File: src/assert_macros.svh
// Assertion macros used by the top level of the cache lookup block.
`ifndef ASSERT_MACROS_SVH
`define ASSERT_MACROS_SVH

// Check that post holds in the same cycle as pre.
`define AST_SAME(lbl, clk, rst_n, pre, post, msg) \
    lbl: assert property (@(posedge clk) disable iff (!(rst_n)) (pre) |-> (post)) \
        else $error(msg);

// Check that post holds in the cycle after pre.
`define AST_NEXT(lbl, clk, rst_n, pre, post, msg) \
    lbl: assert property (@(posedge clk) disable iff (!(rst_n)) (pre) |=> (post)) \
        else $error(msg);

`endif

File: src/sac_pkg.sv
// Shared types and constants of the set-associative cache lookup block.
`default_nettype none

package sac_pkg;

    localparam int MAX_SETS_DEF = 256;
    localparam int MAX_WAYS_DEF = 8;

    localparam int ADDR_W    = 64;
    localparam int TAG_W     = 64;
    localparam int CNT_W     = 32;
    localparam int KIND_W    = 2;
    localparam int OUT_W     = 104;
    localparam int CFG_IDX_W = 2;
    localparam int CFG_DAT_W = 5;

    typedef enum logic [KIND_W-1:0] {
        KIND_FETCH  = 2'd0,
        KIND_LOAD   = 2'd1,
        KIND_STORE  = 2'd2,
        KIND_MODIFY = 2'd3
    } kind_t;

    localparam logic [CFG_IDX_W-1:0] CFG_SET_BITS    = 2'd0;
    localparam logic [CFG_IDX_W-1:0] CFG_WAYS        = 2'd1;
    localparam logic [CFG_IDX_W-1:0] CFG_OFFSET_BITS = 2'd2;

    localparam logic [3:0] RST_SET_BITS    = 4'd4;
    localparam logic [3:0] RST_WAYS        = 4'd1;
    localparam logic [4:0] RST_OFFSET_BITS = 5'd4;

    typedef enum logic [2:0] {
        ST_CLEAR  = 3'b001,
        ST_IDLE   = 3'b010,
        ST_LOOKUP = 3'b100
    } state_t;

    typedef struct packed {
        logic hit;
        logic miss;
        logic evict;
    } lookup_res_t;

endpackage

`default_nettype wire

File: src/sac_way_select.sv
// Way search, fill or victim choice and LRU order update for one set.
`default_nettype none

module sac_way_select
    import sac_pkg::*;
#(
    parameter int MAX_WAYS = MAX_WAYS_DEF,
    parameter int WAY_W    = (MAX_WAYS > 1) ? $clog2(MAX_WAYS) : 1
) (
    input  wire logic [3:0]                        ways_in_use,
    input  wire logic [TAG_W-1:0]                  tag,
    input  wire logic [MAX_WAYS-1:0][TAG_W-1:0]    tags_in,
    input  wire logic [MAX_WAYS-1:0]               valid_in,
    input  wire logic [MAX_WAYS-1:0][WAY_W-1:0]    order_in,
    output logic      [MAX_WAYS-1:0][TAG_W-1:0]    tags_out,
    output logic      [MAX_WAYS-1:0]               valid_out,
    output logic      [MAX_WAYS-1:0][WAY_W-1:0]    order_out,
    output lookup_res_t                            res
);

    logic [4:0]       ways_eff;
    logic             hit_found;
    logic             empty_found;
    logic             pos_found;
    logic [WAY_W-1:0] hit_way;
    logic [WAY_W-1:0] empty_way;
    logic [WAY_W-1:0] victim_way;
    logic             victim_found;
    logic [WAY_W-1:0] way;
    logic [WAY_W-1:0] pos;

    always_comb begin
        if (ways_in_use == 4'd0) begin
            ways_eff = 5'd1;
        end else if (5'(ways_in_use) > 5'(MAX_WAYS)) begin
            ways_eff = 5'(MAX_WAYS);
        end else begin
            ways_eff = 5'(ways_in_use);
        end
    end

    // Search the ways in use: tag match, then first empty way, then LRU victim.
    always_comb begin
        hit_found    = 1'b0;
        hit_way      = '0;
        empty_found  = 1'b0;
        empty_way    = '0;
        victim_found = 1'b0;
        victim_way   = '0;
        for (int w = 0; w < MAX_WAYS; w++) begin
            if (5'(w) < ways_eff) begin
                if (!hit_found && valid_in[w] && tags_in[w] == tag) begin
                    hit_found = 1'b1;
                    hit_way   = WAY_W'(w);
                end
                if (!empty_found && !valid_in[w]) begin
                    empty_found = 1'b1;
                    empty_way   = WAY_W'(w);
                end
            end
        end
        for (int i = 0; i < MAX_WAYS; i++) begin
            if (!victim_found && 5'(order_in[i]) < ways_eff) begin
                victim_found = 1'b1;
                victim_way   = order_in[i];
            end
        end
    end

    always_comb begin
        if (hit_found) begin
            way = hit_way;
        end else if (empty_found) begin
            way = empty_way;
        end else begin
            way = victim_way;
        end
        res.hit   = hit_found;
        res.miss  = !hit_found;
        res.evict = !hit_found && !empty_found;
    end

    // Install the tag on a miss.
    always_comb begin
        tags_out  = tags_in;
        valid_out = valid_in;
        if (!hit_found) begin
            tags_out[way] = tag;
        end
        valid_out[way] = 1'b1;
    end

    // Move the touched way to the most recent end of the order.
    always_comb begin
        pos_found = 1'b0;
        pos       = WAY_W'(MAX_WAYS - 1);
        for (int i = 0; i < MAX_WAYS; i++) begin
            if (!pos_found && order_in[i] == way) begin
                pos_found = 1'b1;
                pos       = WAY_W'(i);
            end
        end
        for (int i = 0; i < MAX_WAYS - 1; i++) begin
            order_out[i] = (WAY_W'(i) < pos) ? order_in[i] : order_in[i+1];
        end
        order_out[MAX_WAYS-1] = way;
    end

endmodule

`default_nettype wire

File: config.mk
export PLATFORM = sky130hd
export DESIGN_NAME = sac_way_select
export DESIGN_NICKNAME = d
export VERILOG_FILES = /design/src/assert_macros.svh /design/src/sac_pkg.sv /design/src/sac_way_select.sv
export SDC_FILE = /design/constraint.sdc
export NUM_CORES = 1
export LEC_CHECK = 0
export BUFFER_PORTS_ARGS = -buffer_cell sky130_fd_sc_hd__buf_2
export CAP_MARGIN = 10
export CORE_AREA = 8 8 446 448
export DETAILED_ROUTE_END_ITERATION = 10
export DIE_AREA = 0 0 454 456
export PLACE_DENSITY = 0.3
export SYNTH_ARGS = -nofsm -noshare
export SYNTH_HDL_FRONTEND = slang
export SYNTH_SLANG_ARGS = --single-unit
File: constraint.sdc
create_clock -name vclk -period 6.07
set_input_delay 0 -clock vclk [all_inputs]
set_output_delay 0 -clock vclk [all_outputs]
set_load 0.005 [all_outputs]
==> metrics.yaml <==
run_status:
  status: "finished clean"
drt:
  drt-initial-drc-count: 2249
  firstDrtPassIters: 8
  drt-total-wl_um: 250000
  wire_per_inst_um: 44.5
  drcViolationCount: 0
  vias_per_cell: 3.97
  postRouteAntennaNets: 0
  routed-via-count: 22300
timing:
  drv_slew: 0
  tns_ps: 0
  post-route-min-period_ps: 5810
  relSlewSlack_pct: 24.8
  setup_viol: 0
  post-route-period-util_pct: 95.6
  rsz0062_at_grt: "no"
  hold_violations: 0
  worstMarginPinSlew_ps: 1120
  fmax_ghz: 0.172
place:
  port_buffers: 1159
  place_inst: 5585
  dp.final_hpwl_um: 223000
  globalplace.congestion: 0.938
finish:
  clkbuf_count: 0
  numSequentialCells: 0
  fillCellCount: 22500
  layout.cells.non_filler: 5622
  seq_area_um2: 0
  nets: 3689
  multiInputGateArea_um2: 13400
  final_layout_size_suffix_gt1_share_pct: 60.5
  areaGrowthSynthToFinish_pct: 69.0
floorplan:
  die_w_um: 454
  dieArea_um2: 207000
  core_area_um2: 192000
  initial_utilization_pct: 7.58
  io_pins: 1159
  dieHeight_um: 456
  rows: 161
power:
  power.density_nw_per_um2: 121
  p_leak_nw: 10.5
  ir_worst_vdd_mv: 0.0507
critical_path:
  crit_path_top_delay_cell: "nor4_1"
  cpPeakStageDelay_ps: 710
  path_buf_inv: 6
  end_kind: "primary output"
  critPathKind: "primary input to primary output"
  path_cells: "buf_2 > buf_4 > xor2_1 > nor4_1 > nand4_1 > nor4_1 > buf_4 > a311oi_1 > o21ba_2 > nor2_2 > o21ai_2 > clkinv_2 > nand2_1 > nor2_4 > buf_4 > nand2_1 > o21ai_0 > buf_2"
  crit_family: "simple AND/OR/NAND/NOR gates"
  cp.arrival_ps: 5810
  cpMostUsedCell: "buf_4"
  cp.depth: 18
  startpoint_type: "primary input"
  path_max_fanout: 12
  cp.required_ps: 6070
global_route:
  antenna_found_initial: 87
  gr-total-overflow: 0
  grt_pass1_vias: 22100
  grt_max_degree: 77
  grtUsageTotal_pct: 22.7
  grt_first_pass_wirelength_um: 300000
hold_path:
  holdCritPathClass: "primary input to primary output"
  min_path_cells: 4
logic_synthesis:
  syn_avg_cell_area_um2: 7.72
  ys_seq_area_share_pct: 0
  yosysTopAreaCell: "mux2_2"
  syn_area_um2: 14500
  ys_warn_count: 0
  ys_types: 88
  syn-num-nets: 2509
  synthCells: 1881
  synth_area_leaders: "mux2_2, xor2_1, xnor2_1"
  synth_top_area_share_pct: 33.9
clocking:
  cts_resized: 0
  hold_buffers: 0
  postCtsSetupBuffers: 0
job:
  maxCapViolations: 0
[synth_stat cells (24+ instances only)]
cell / number
inv_1: 82
nor4_1: 77
xnor2_1: 175
o21ai_0: 106
nand2_1: 123
nor2b_1: 39
xor2_1: 237
clkbuf_1: 75
nand4_1: 56
buf_2: 94
o22ai_1: 24
nand2b_1: 37
nor2_1: 40
mux2_2: 438
[final timing paths]
path	from	endpoint	slack, ps
min	tags_in[176]	tags_out[176]	320
max	tag[5]	tags_out[353]	260
[routing by layer]
layer  track usage [%]  part of all wire [%]  vias to the layer above
li1                  -                     -                     9132
met1              27.5                    40                    11500
met2              40.3                    49                     1413
met3              5.37                   7.3                      247
met4              5.08                   3.0                       20
met5                 0                 0.046                        -
[placed cells by master, fill, tap and decap left out, types with 6 or more instances in the layout]
master / instances
a2111oi_0: 9
mux2_2: 438
nor3_1: 17
a221oi_1: 6
nor2b_1: 39
xor2_1: 237
diode_2: 37
nand2b_1: 37
ha_1: 16
a21o_1: 7
nand3_1: 18
o2111ai_1: 12
nand4_1: 56
nor2_1: 35
a31oi_1: 6
buf_4: 184
a22oi_1: 10
xnor2_1: 175
nand2_1: 121
inv_2: 7
inv_1: 82
o221ai_1: 12
o21ai_0: 106
buf_12: 18
nor4_1: 76
a21oi_1: 15
a22o_1: 6
o22ai_1: 24
a221o_1: 7
buf_2: 1159
[cell families after synthesis]
family	Yosys count	synth area share (%)
AO/OA/AOI/OAI	278	13.5
XOR/XNOR	414	25.1
adder cells (fa/ha/maj)	16	1.38
buffers and inverters	274	8.22
multiplexers	446	34.5
AND/OR/NAND/NOR	453	17.4
[worst min-delay path: stages]
cell     delay [ps]
buf_2           100
nand2_1          40
o21ai_0          60
buf_2           120
[report_power, final]
part           internal (mW)  leakage, nW  switching (mW)
Clock            0.000000274     0.000235               0
Sequential                 0            0               0
Combinational           1.05         10.5            1.93
[final cells by class]
type / count / area share (%)
timing repair buffer: 1361 / 30.7
inverter: 91 / 1.42
tap: 2526 / 12.9
antenna: 37 / 0.377
multi-input combinational: 1607 / 54.6
[metrics by stage]
stage	power [mW]	instance area [um^2]	setup slack [ps]	hold WS [ps]	utilization [%]
2_1_floorplan	1.07	14500	1900	72.8	-
3_3_place_gp	3.02	24400	35.5	313	12.8
3_5_place_dp	3.00	24400	2.29	319	12.8
4_1_cts	3.01	24400	24.3	320	12.8
5_1_grt	3.11	24500	207	342	12.8
6_report	2.98	24600	264	316	12.8
Note: power is estimated with default switching activity, not from simulation.
